[config.mk]
export PLATFORM = sky130hd
export DESIGN_NAME = i2c_master_bit_engine
export DESIGN_NICKNAME = d
export VERILOG_FILES = /design/src/hw/rtl/i2cm_pkg.sv /design/src/hw/rtl/i2cm_front.sv /design/src/hw/rtl/i2cm_queue.sv /design/src/hw/rtl/i2cm_back.sv /design/src/hw/rtl/i2c_master_bit_engine.sv
export SDC_FILE = /design/constraint.sdc
export NUM_CORES = 1
export LEC_CHECK = 0
export ABC_AREA = 1
export BUFFER_PORTS_ARGS = -buffer_cell sky130_fd_sc_hd__buf_4
export CAP_MARGIN = 20
export CORE_MARGIN = 4
export CORE_UTILIZATION = 50
export CTS_CLUSTER_DIAMETER = 120
export DETAILED_ROUTE_END_ITERATION = 10
export PLACE_DENSITY_LB_ADDON = 0.05
export SYNTH_ARGS = -nofsm -noshare
export SYNTH_HDL_FRONTEND = slang
export SYNTH_SLANG_ARGS = --single-unit
[constraint.sdc]
create_clock -name clk -period 3.4 [get_ports clk]
set_input_delay 0.68 -clock clk [delete_from_list [all_inputs] [get_ports clk]]
set_output_delay 0.68 -clock clk [all_outputs]
set_load 0.02 [all_outputs]
[src/hw/rtl/i2cm_pkg.sv]
// Shared types and constants for the I2C master bit engine.
package i2cm_pkg;

  // Command codes carried in the input item
  typedef enum logic [2:0] {
    REQ_START  = 3'd0,
    REQ_RSTART = 3'd1,
    REQ_STOP   = 3'd2,
    REQ_WRITE  = 3'd3,
    REQ_READ   = 3'd4
  } req_t;

  // Sequencer phases, one-hot
  typedef enum logic [23:0] {
    PH_IDLE = 24'h000001,
    PH_S0   = 24'h000002,
    PH_S1   = 24'h000004,
    PH_S2   = 24'h000008,
    PH_R0   = 24'h000010,
    PH_R1   = 24'h000020,
    PH_R2   = 24'h000040,
    PH_R3   = 24'h000080,
    PH_R4   = 24'h000100,
    PH_T0   = 24'h000200,
    PH_T1   = 24'h000400,
    PH_T2   = 24'h000800,
    PH_T3   = 24'h001000,
    PH_W0   = 24'h002000,
    PH_W1   = 24'h004000,
    PH_W2   = 24'h008000,
    PH_W3   = 24'h010000,
    PH_W4   = 24'h020000,
    PH_W5   = 24'h040000,
    PH_D0   = 24'h080000,
    PH_D1   = 24'h100000,
    PH_D2   = 24'h200000,
    PH_D3   = 24'h400000,
    PH_D4   = 24'h800000
  } phase_t;

  localparam logic [3:0]  BIT_LAST   = 4'd7;
  localparam logic [3:0]  BIT_COUNT  = 4'd8;
  localparam int unsigned BYTE_MSB   = 7;
  localparam logic [15:0] QP_RESET   = 16'd10;

  // Classified item handed from the front to the back through the queue
  typedef struct packed {
    logic       cmd_ok;
    phase_t     start_ph;
    logic [2:0] req;
    logic [7:0] tx_byte;
    logic       send_nack;
    logic       sda_in;
  } item_t;

  // One result item
  typedef struct packed {
    logic [7:0] rx_byte;
    logic       nacked;
    logic       done_res;
    logic       busy_res;
    logic       sda_drive_low;
    logic       scl_drive_low;
  } result_t;

endpackage

[src/hw/rtl/i2cm_front.sv]
// Front end: unpacks input items and classifies the command.
module i2cm_front
  import i2cm_pkg::*;
(
  input  logic [15:0] in_tdata,
  input  logic [3:0]  in_tuser,
  output item_t       item
);

  logic [2:0] req;
  phase_t     start_ph;

  assign req = in_tuser[3:1];

  // Map the command to the first phase of its sequence; unknown codes stay idle
  always_comb begin
    unique case (req)
      REQ_START:  start_ph = PH_S0;
      REQ_RSTART: start_ph = PH_R0;
      REQ_STOP:   start_ph = PH_T0;
      REQ_WRITE:  start_ph = PH_W0;
      REQ_READ:   start_ph = PH_D0;
      default:    start_ph = PH_IDLE;
    endcase
  end

  assign item.cmd_ok    = in_tuser[0] && (start_ph != PH_IDLE);
  assign item.start_ph  = start_ph;
  assign item.req       = req;
  assign item.tx_byte   = in_tdata[7:0];
  assign item.send_nack = in_tdata[8];
  assign item.sda_in    = in_tdata[9];

endmodule

[src/hw/rtl/i2cm_queue.sv]
// Small register FIFO between the front and the back.
module i2cm_queue
  import i2cm_pkg::*;
#(
  parameter int unsigned DEPTH = 2
) (
  input  logic  clk,
  input  logic  rst_n,
  input  logic  push,
  input  item_t push_item,
  input  logic  pop,
  output item_t pop_item,
  output logic  full,
  output logic  empty
);

  localparam int unsigned PW = (DEPTH > 1) ? $clog2(DEPTH) : 1;
  localparam int unsigned CW = $clog2(DEPTH + 1);
  localparam logic [PW-1:0] PTR_LAST = PW'(DEPTH - 1);
  localparam logic [CW-1:0] CNT_FULL = CW'(DEPTH);

  item_t         mem_r [DEPTH];
  logic [PW-1:0] wr_ptr_r, rd_ptr_r;
  logic [CW-1:0] count_r;

  assign full     = (count_r == CNT_FULL);
  assign empty    = (count_r == '0);
  assign pop_item = mem_r[rd_ptr_r];

  // Storage
  always_ff @(posedge clk) begin
    if (push) begin
      mem_r[wr_ptr_r] <= push_item;
    end
  end

  // Pointers and fill count
  always_ff @(posedge clk) begin
    if (!rst_n) begin
      wr_ptr_r <= '0;
      rd_ptr_r <= '0;
      count_r  <= '0;
    end else begin
      if (push) begin
        wr_ptr_r <= (wr_ptr_r == PTR_LAST) ? '0 : wr_ptr_r + 1'b1;
      end
      if (pop) begin
        rd_ptr_r <= (rd_ptr_r == PTR_LAST) ? '0 : rd_ptr_r + 1'b1;
      end
      if (push && !pop) begin
        count_r <= count_r + 1'b1;
      end else if (pop && !push) begin
        count_r <= count_r - 1'b1;
      end
    end
  end

endmodule

[src/hw/rtl/i2cm_back.sv]
// Back end: quarter-bit sequencer that drives the bus and a registered result stage.
module i2cm_back
  import i2cm_pkg::*;
(
  input  logic        clk,
  input  logic        rst_n,
  input  logic [15:0] quarter_period,
  input  logic        q_empty,
  input  item_t       item,
  output logic        pop,
  output logic        out_tvalid,
  input  logic        out_tready,
  output logic [15:0] out_tdata
);

  phase_t      phase_r, phase_nxt;
  logic [15:0] tick_r, tick_nxt;
  logic [1:0]  ql_r, ql_nxt;
  logic [3:0]  bit_idx_r, bit_idx_nxt;
  logic [7:0]  shift_r, shift_nxt;
  logic        scl_r, scl_nxt;
  logic        sda_r, sda_nxt;
  logic        nack_r, nack_nxt;
  logic [2:0]  cmd_r, cmd_nxt;
  logic        fin;
  result_t     res;

  logic        out_valid_r;
  result_t     out_res_r;

  // Take one item whenever the result stage is free or being drained
  assign pop = !q_empty && (!out_valid_r || out_tready);

  // One tick of the sequencer
  always_comb begin
    logic        act;
    phase_t      act_ph;
    logic [15:0] q;
    logic [15:0] tc;

    act         = 1'b0;
    act_ph      = phase_r;
    q           = (quarter_period == '0) ? 16'd1 : quarter_period;
    tc          = tick_r + 16'd1;
    fin         = 1'b0;
    phase_nxt   = phase_r;
    tick_nxt    = tick_r;
    ql_nxt      = ql_r;
    bit_idx_nxt = bit_idx_r;
    shift_nxt   = shift_r;
    scl_nxt     = scl_r;
    sda_nxt     = sda_r;
    nack_nxt    = nack_r;
    cmd_nxt     = cmd_r;

    // Decide whether an action runs on this tick
    if (phase_r == PH_IDLE) begin
      if (item.cmd_ok) begin
        cmd_nxt = item.req;
        act     = 1'b1;
        act_ph  = item.start_ph;
        if (item.req == REQ_WRITE) begin
          shift_nxt = item.tx_byte;
          nack_nxt  = 1'b0;
        end else if (item.req == REQ_READ) begin
          nack_nxt = item.send_nack;
        end
      end
    end else if (ql_r == 2'd0) begin
      act = 1'b1;
    end else begin
      tick_nxt = tc;
      if (tc >= q || tc == 16'd0) begin
        tick_nxt = '0;
        ql_nxt   = ql_r - 2'd1;
        act      = (ql_nxt == 2'd0);
      end
    end

    // Line actions; each wait restarts the quarter counter
    if (act) begin
      unique case (act_ph)
        PH_S0: begin
          scl_nxt = 1'b0; sda_nxt = 1'b0;
          ql_nxt = 2'd2; tick_nxt = '0; phase_nxt = PH_S1;
        end
        PH_S1: begin
          sda_nxt = 1'b1; ql_nxt = 2'd2; tick_nxt = '0; phase_nxt = PH_S2;
        end
        PH_S2: begin
          scl_nxt = 1'b1; fin = 1'b1;
        end
        PH_R0: begin
          sda_nxt = 1'b0; ql_nxt = 2'd2; tick_nxt = '0; phase_nxt = PH_R1;
        end
        PH_R1: begin
          scl_nxt = 1'b0; ql_nxt = 2'd1; tick_nxt = '0; phase_nxt = PH_R2;
        end
        PH_R2: begin
          sda_nxt = 1'b1; ql_nxt = 2'd1; tick_nxt = '0; phase_nxt = PH_R3;
        end
        PH_R3: begin
          scl_nxt = 1'b1; ql_nxt = 2'd2; tick_nxt = '0; phase_nxt = PH_R4;
        end
        PH_R4: fin = 1'b1;
        PH_T0: begin
          sda_nxt = 1'b1; ql_nxt = 2'd2; tick_nxt = '0; phase_nxt = PH_T1;
        end
        PH_T1: begin
          scl_nxt = 1'b0; ql_nxt = 2'd1; tick_nxt = '0; phase_nxt = PH_T2;
        end
        PH_T2: begin
          sda_nxt = 1'b0; ql_nxt = 2'd2; tick_nxt = '0; phase_nxt = PH_T3;
        end
        PH_T3: fin = 1'b1;
        PH_W0: begin
          bit_idx_nxt = BIT_LAST;
          sda_nxt     = ~shift_nxt[BYTE_MSB];
          ql_nxt = 2'd1; tick_nxt = '0; phase_nxt = PH_W1;
        end
        PH_W1: begin
          scl_nxt = 1'b0; ql_nxt = 2'd2; tick_nxt = '0; phase_nxt = PH_W2;
        end
        PH_W2: begin
          scl_nxt = 1'b1;
          if (bit_idx_r != 4'd0) begin
            bit_idx_nxt = bit_idx_r - 4'd1;
            shift_nxt   = {shift_r[6:0], 1'b0};
            sda_nxt     = ~shift_nxt[BYTE_MSB];
            ql_nxt = 2'd1; tick_nxt = '0; phase_nxt = PH_W1;
          end else begin
            // release SDA for the slave acknowledge
            sda_nxt = 1'b0;
            ql_nxt = 2'd2; tick_nxt = '0; phase_nxt = PH_W3;
          end
        end
        PH_W3: begin
          scl_nxt  = 1'b0;
          nack_nxt = item.sda_in;
          ql_nxt = 2'd2; tick_nxt = '0; phase_nxt = PH_W4;
        end
        PH_W4: begin
          scl_nxt = 1'b1; ql_nxt = 2'd2; tick_nxt = '0; phase_nxt = PH_W5;
        end
        PH_W5: fin = 1'b1;
        PH_D0: begin
          bit_idx_nxt = BIT_COUNT;
          shift_nxt   = '0;
          sda_nxt     = 1'b0;
          ql_nxt = 2'd2; tick_nxt = '0; phase_nxt = PH_D1;
        end
        PH_D1: begin
          scl_nxt     = 1'b0;
          shift_nxt   = {shift_r[6:0], item.sda_in};
          bit_idx_nxt = bit_idx_r - 4'd1;
          ql_nxt = 2'd2; tick_nxt = '0; phase_nxt = PH_D2;
        end
        PH_D2: begin
          scl_nxt = 1'b1;
          if (bit_idx_r != 4'd0) begin
            ql_nxt = 2'd2; tick_nxt = '0; phase_nxt = PH_D1;
          end else begin
            // master answers ACK (pull low) or NACK (release)
            sda_nxt = ~nack_r;
            ql_nxt = 2'd2; tick_nxt = '0; phase_nxt = PH_D3;
          end
        end
        PH_D3: begin
          scl_nxt = 1'b0; ql_nxt = 2'd2; tick_nxt = '0; phase_nxt = PH_D4;
        end
        PH_D4: begin
          scl_nxt = 1'b1; sda_nxt = 1'b0; fin = 1'b1;
        end
        default: fin = 1'b1;
      endcase
      if (fin) begin
        phase_nxt = PH_IDLE;
        ql_nxt    = 2'd0;
        tick_nxt  = '0;
      end
    end
  end

  // Result fields
  always_comb begin
    res.scl_drive_low = scl_nxt;
    res.sda_drive_low = sda_nxt;
    res.busy_res      = (phase_nxt != PH_IDLE);
    res.done_res      = fin;
    res.nacked        = (fin && cmd_nxt == REQ_WRITE) ? nack_nxt : 1'b0;
    res.rx_byte       = (fin && cmd_nxt == REQ_READ) ? shift_nxt : 8'd0;
  end

  // Sequencer state, advanced once per item
  always_ff @(posedge clk) begin
    if (!rst_n) begin
      phase_r   <= PH_IDLE;
      tick_r    <= '0;
      ql_r      <= '0;
      bit_idx_r <= '0;
      shift_r   <= '0;
      scl_r     <= 1'b0;
      sda_r     <= 1'b0;
      nack_r    <= 1'b0;
      cmd_r     <= '0;
    end else if (pop) begin
      phase_r   <= phase_nxt;
      tick_r    <= tick_nxt;
      ql_r      <= ql_nxt;
      bit_idx_r <= bit_idx_nxt;
      shift_r   <= shift_nxt;
      scl_r     <= scl_nxt;
      sda_r     <= sda_nxt;
      nack_r    <= nack_nxt;
      cmd_r     <= cmd_nxt;
    end
  end

  // Output register
  always_ff @(posedge clk) begin
    if (!rst_n) begin
      out_valid_r <= 1'b0;
    end else if (pop) begin
      out_valid_r <= 1'b1;
    end else if (out_tready) begin
      out_valid_r <= 1'b0;
    end
  end

  always_ff @(posedge clk) begin
    if (pop) begin
      out_res_r <= res;
    end
  end

  assign out_tvalid = out_valid_r;
  assign out_tdata  = {3'b000, out_res_r};

endmodule

[src/hw/rtl/i2c_master_bit_engine.sv]
// Top level of the I2C master bit engine: configuration register, front, queue and back.
// Each input item is one tick of the bus timing; the engine takes one item per clock cycle
// while in_tready is high and returns exactly one result item per input item, in order.
// An accepted item enters a short queue and is popped when the result stage is free or being
// drained, and its result is registered in the output register as it is popped; the sustained
// rate of one item per cycle comes from one sequencer tick per popped item. The quarter
// period register may be written only while no command sequence is in progress.
module i2c_master_bit_engine
  import i2cm_pkg::*;
#(
  parameter int unsigned QUEUE_DEPTH = 2
) (
  input  logic        clk,
  input  logic        rst_n,
  input  logic        in_tvalid,
  output logic        in_tready,
  input  logic [15:0] in_tdata,   // tx_byte[7:0], send_nack[8], sda_in[9], zero[15:10]
  input  logic [3:0]  in_tuser,   // cmd_valid[0], req_type[3:1]
  output logic        out_tvalid,
  input  logic        out_tready,
  output logic [15:0] out_tdata,  // scl_drive_low[0], sda_drive_low[1], busy_res[2],
                                  // done_res[3], nacked[4], rx_byte[12:5], zero[15:13]
  input  logic        cfg_psel,
  input  logic        cfg_penable,
  input  logic        cfg_pwrite,
  input  logic [2:0]  cfg_paddr,
  input  logic [31:0] cfg_pwdata,
  output logic [31:0] cfg_prdata,
  output logic        cfg_pready
);

  localparam logic REG_QP = 1'b0;

  logic [15:0] qp_r;
  item_t       in_item, q_item;
  logic        q_full, q_empty, q_pop, q_push;

  // Configuration register
  assign cfg_pready = 1'b1;
  always_ff @(posedge clk) begin
    if (!rst_n) begin
      qp_r <= QP_RESET;
    end else if (cfg_psel && cfg_penable && cfg_pwrite && cfg_pready
                 && cfg_paddr[2] == REG_QP) begin
      qp_r <= cfg_pwdata[15:0];
    end
  end
  assign cfg_prdata = (cfg_paddr[2] == REG_QP) ? {16'd0, qp_r} : 32'd0;

  assign in_tready = !q_full;
  assign q_push    = in_tvalid && in_tready;

  i2cm_front u_front (
    .in_tdata (in_tdata),
    .in_tuser (in_tuser),
    .item     (in_item)
  );

  i2cm_queue #(.DEPTH(QUEUE_DEPTH)) u_queue (
    .clk       (clk),
    .rst_n     (rst_n),
    .push      (q_push),
    .push_item (in_item),
    .pop       (q_pop),
    .pop_item  (q_item),
    .full      (q_full),
    .empty     (q_empty)
  );

  i2cm_back u_back (
    .clk            (clk),
    .rst_n          (rst_n),
    .quarter_period (qp_r),
    .q_empty        (q_empty),
    .item           (q_item),
    .pop            (q_pop),
    .out_tvalid     (out_tvalid),
    .out_tready     (out_tready),
    .out_tdata      (out_tdata)
  );

endmodule

==> out/qor.txt <==
Die width - 135.8 µm
Routed len/inst - 14.30 µm
Post-synthesis to final-layout area growth - 26.92%
Clk buf depth - 2
DR vias/cell - 5.022
Clk Latency, worst-skew pair - 0.43 ns
Synth warn - 0
Final core utilization - 0.6497
Reg2Reg Depth - 26
Overflow after GRT - 0
Synth top area cells - dfxtp_1 (20%), edfxtp_1 (20%), nand2_1 (11%)
CP Launch Type - register
Initial core utilization - 0.5119
Global-route wire length before repair - 34310 µm
Die height - 135.8 µm
Critical path required time - 3.59 ns
Main synth FF type - dfxtp_1
Layout Skew - 0.01167 ns
RSZ-0062 raised after global routing - true
Setup-failing EPs final - 0
Layout cells sized above 1 - 0.2427
Post-synth EDFFs - 53
Num Clock Sinks - 135
Total CTS buffers - 17
CP max stage delay - 0.37 ns
CTS Root Cell - clkbuf_16
Place WS - -0.1384 ns
Ant. Diodes - 0
FILL cells - 1457
Worst hold path class - in -> reg
Leakage - 5.076 nW
Slowest CP cell - dfxtp_2
Netlist cell types - 43
HP Start - in_tdata[2]
CTS tree - built
Worst-Margin Slew - 0.6319 ns
Clock transition at the registers of the reported paths - 0.07 ns
Slew Limit Fails - 0
Die area - 18430 µm²
Crit. End Element - register
Mapped Area - 8162 µm²
DRC viols - 0
Sequential area share after synthesis - 0.3961
Most frequent CP cell - nand2_1
Slew headroom - 0.5762
H-Tree Level Count - 4
# IOs - 113
Fmax - 299.6 MHz
Post-DP Area - 9308 µm²
Tmin final - 3.337 ns
WHS - 0.4304 ns
Worst R2R End - u_back.out_tdata[2]$_DFFE_PP_
WP data arrival - 3.52 ns
Gp weighted congestion - 0.9355
TritonRoute pass-1 iters - 5
Yosys top cell by area - dfxtp_1
Hold Vio Cnt, Final - 0
Tot Pwr - 8.809 mW
Share of the synthesized area in the top cell type - 0.2011
WS Path Type - reg -> reg
Syn Inst Count - 1149
Drt total wl - 21660 µm
IO buf count - 68
Largest net degree at the start of global routing - 55
FF+latch count, synth - 135
Reg-to-reg setup timing slack - 0.06 ns
Core box area - 15940 µm²
Total Routing Usage GR - 0.2356
Outcome - finished, final reports clean
CP max FO - 8
Antenna violations before repair - 0
PD cells - 850.4 nW/µm²
Syn avg cell area - 7.103 µm²
Final period util - 0.9815
Hold path cells - 1
Vias - 7603
Post-synth ARST share - 0
Initial drt markers - 538
Nets@finish - 1368
Antenna Nets Post-Route - 0
Cell row count - 46
Cell area after layout - 10360 µm²
Vias in the first global route - 6918
Critical R2R Launch - u_back.tick_r[0]$_SDFFE_PN0P_
Post-DP HPWL - 15730 µm
IR drop worst, VDD - 0.0004468 V
Setup WS post-layout - 0.06275 ns
Max Cap Viol - 0
Hold endpoint - u_queue.mem_r[0][4]$_DFFE_PP_
## how the worst max path moves through the flow
stage               slack, ns                     startpoint  cells after the start                            end
finish                   0.06  u_back.tick_r[0]$_SDFFE_PN0P_                     26  u_back.out_tdata[2]$_DFFE_PP_
global placement        -0.15  u_back.tick_r[0]$_SDFFE_PN0P_                     29  u_back.out_tdata[2]$_DFFE_PP_
floorplan                0.25  u_back.tick_r[0]$_SDFFE_PN0P_                     25  u_back.out_tdata[2]$_DFFE_PP_
CTS                     0.001  u_back.tick_r[0]$_SDFFE_PN0P_                     30  u_back.out_tdata[2]$_DFFE_PP_
global route            -0.13  u_back.tick_r[8]$_SDFFE_PN0P_                     27  u_back.out_tdata[2]$_DFFE_PP_
detailed placement      -0.14  u_back.tick_r[0]$_SDFFE_PN0P_                     29  u_back.out_tdata[2]$_DFFE_PP_
## critical path: cells and delay by family, from the launching register on
kind,cells,cell delay (ns)
adders and majority gates,1,0.27
buffers and inverters,7,0.75
DFF,1,0.37
and+or+nand+nor,18,1.71
## placed cells by master, fill, tap and decap left out, drive strengths merged, types with 9 or more instances in the layout
master,synthesis,final
buf,29,150
nand2,263,263
ha,21,21
nor2,172,172
o211ai,13,13
nand3,76,77
o21ai,81,81
inv,174,183
nand4,31,31
clkbuf,24,18
mux2i,9,9
edfxtp,53,53
a21oi,75,75
dfxtp,82,82
nor3,19,19
conb,2,20
## area by class of cell
cell class	count	area, µm²	area share
multi-input combinational	803	4329	0.4179
inverter	177	671.9	0.06486
clock buffer	17	425.4	0.04107
tap	216	270.3	0.02609
timing repair buffer	151	1215	0.1173
clock inverter	15	198.9	0.01921
sequential	135	3248	0.3136
## synthesized netlist by cell type (3+ instances only)
master / count
nand2_1: 250
inv_1: 169
nor2_1: 155
dfxtp_1: 82
o21ai_0: 80
a21oi_1: 66
nand3_1: 64
edfxtp_1: 53
nand4_1: 31
clkbuf_1: 24
buf_4: 21
ha_1: 21
nor3_1: 17
o211ai_1: 13
nand2_2: 12
nand3_2: 10
nor2_4: 10
mux2i_1: 9
a21oi_2: 8
nor2_2: 7
xor2_1: 7
buf_2: 5
inv_2: 4
clkinv_1: 3
## registers in the layout, summed over array words and instances, names as in the netlist, 2 cells and up, named ones only
register	count
u_back.out_tdata	13
u_back.ql_r	2
u_back.bit_idx_r	4
u_back.shift_r	8
u_back.tick_r	16
u_back.cmd_r	3
u_queue.count_r	2
qp_r	16
u_back.phase_r	24
u_queue.mem_r	40
## routing by layer
| layer | track usage | wire [µm] | vias to the layer above |
|---|---|---|---|
| li1 | - | - | 3958 |
| met5 | 0 | 0 | - |
| met3 | 0.04755 | 1126 | 29 |
| met1 | 0.3137 | 9762 | 3413 |
| met2 | 0.3836 | 10390 | 203 |
| met4 | 0.08063 | 374 | 0 |
## power breakdown
| group | switching (mW) | leakage, nW | total [mW] | internal, mW |
|---|---|---|---|---|
| registers | 0.329 | 1.18 | 2.50 | 2.17 |
| clock network | 0.830 | 0.307 | 1.96 | 1.13 |
| logic | 2.75 | 3.59 | 4.35 | 1.59 |
| total | 3.91 | 5.08 | 8.81 | 4.90 |
## per-stage QoR
| step | setup TNS [ns] | cells |
|---|---|---|
| 2_1_floorplan | 0 | 1167 |
| 3_3_place_gp | -1.321 | 1471 |
| 3_5_place_dp | -1.525 | 1471 |
| 4_1_cts | 0 | 1505 |
| 5_1_grt | -0.5722 | 1514 |
| 6_report | 0 | 1514 |
## cells by family (layout without fill, tap and decap cells)
family / Yosys count / in the layout / synth area share
buffers and inverters: 230 / 360 / 0.1183
adder cells (fa/ha/maj): 21 / 21 / 0.03219
AO/OA/AOI/OAI: 175 / 175 / 0.1182
AND/OR/NAND/NOR: 570 / 571 / 0.3157
XOR/XNOR: 7 / 7 / 0.007512
multiplexers: 9 / 9 / 0.01104
other: 2 / 20 / 0.0009202
flip-flops: 135 / 135 / 0.3961
## timing repair
item | in CTS | in global routing
cloned | 1 | 1
resized for setup | 7 | 84
buffers inserted | 1 | 8
setup endpoints to repair | 19 | 41
pin swaps | 2 | 31
hold buffers | 0 | 0
Note: power is estimated with default switching activity, not from simulation.
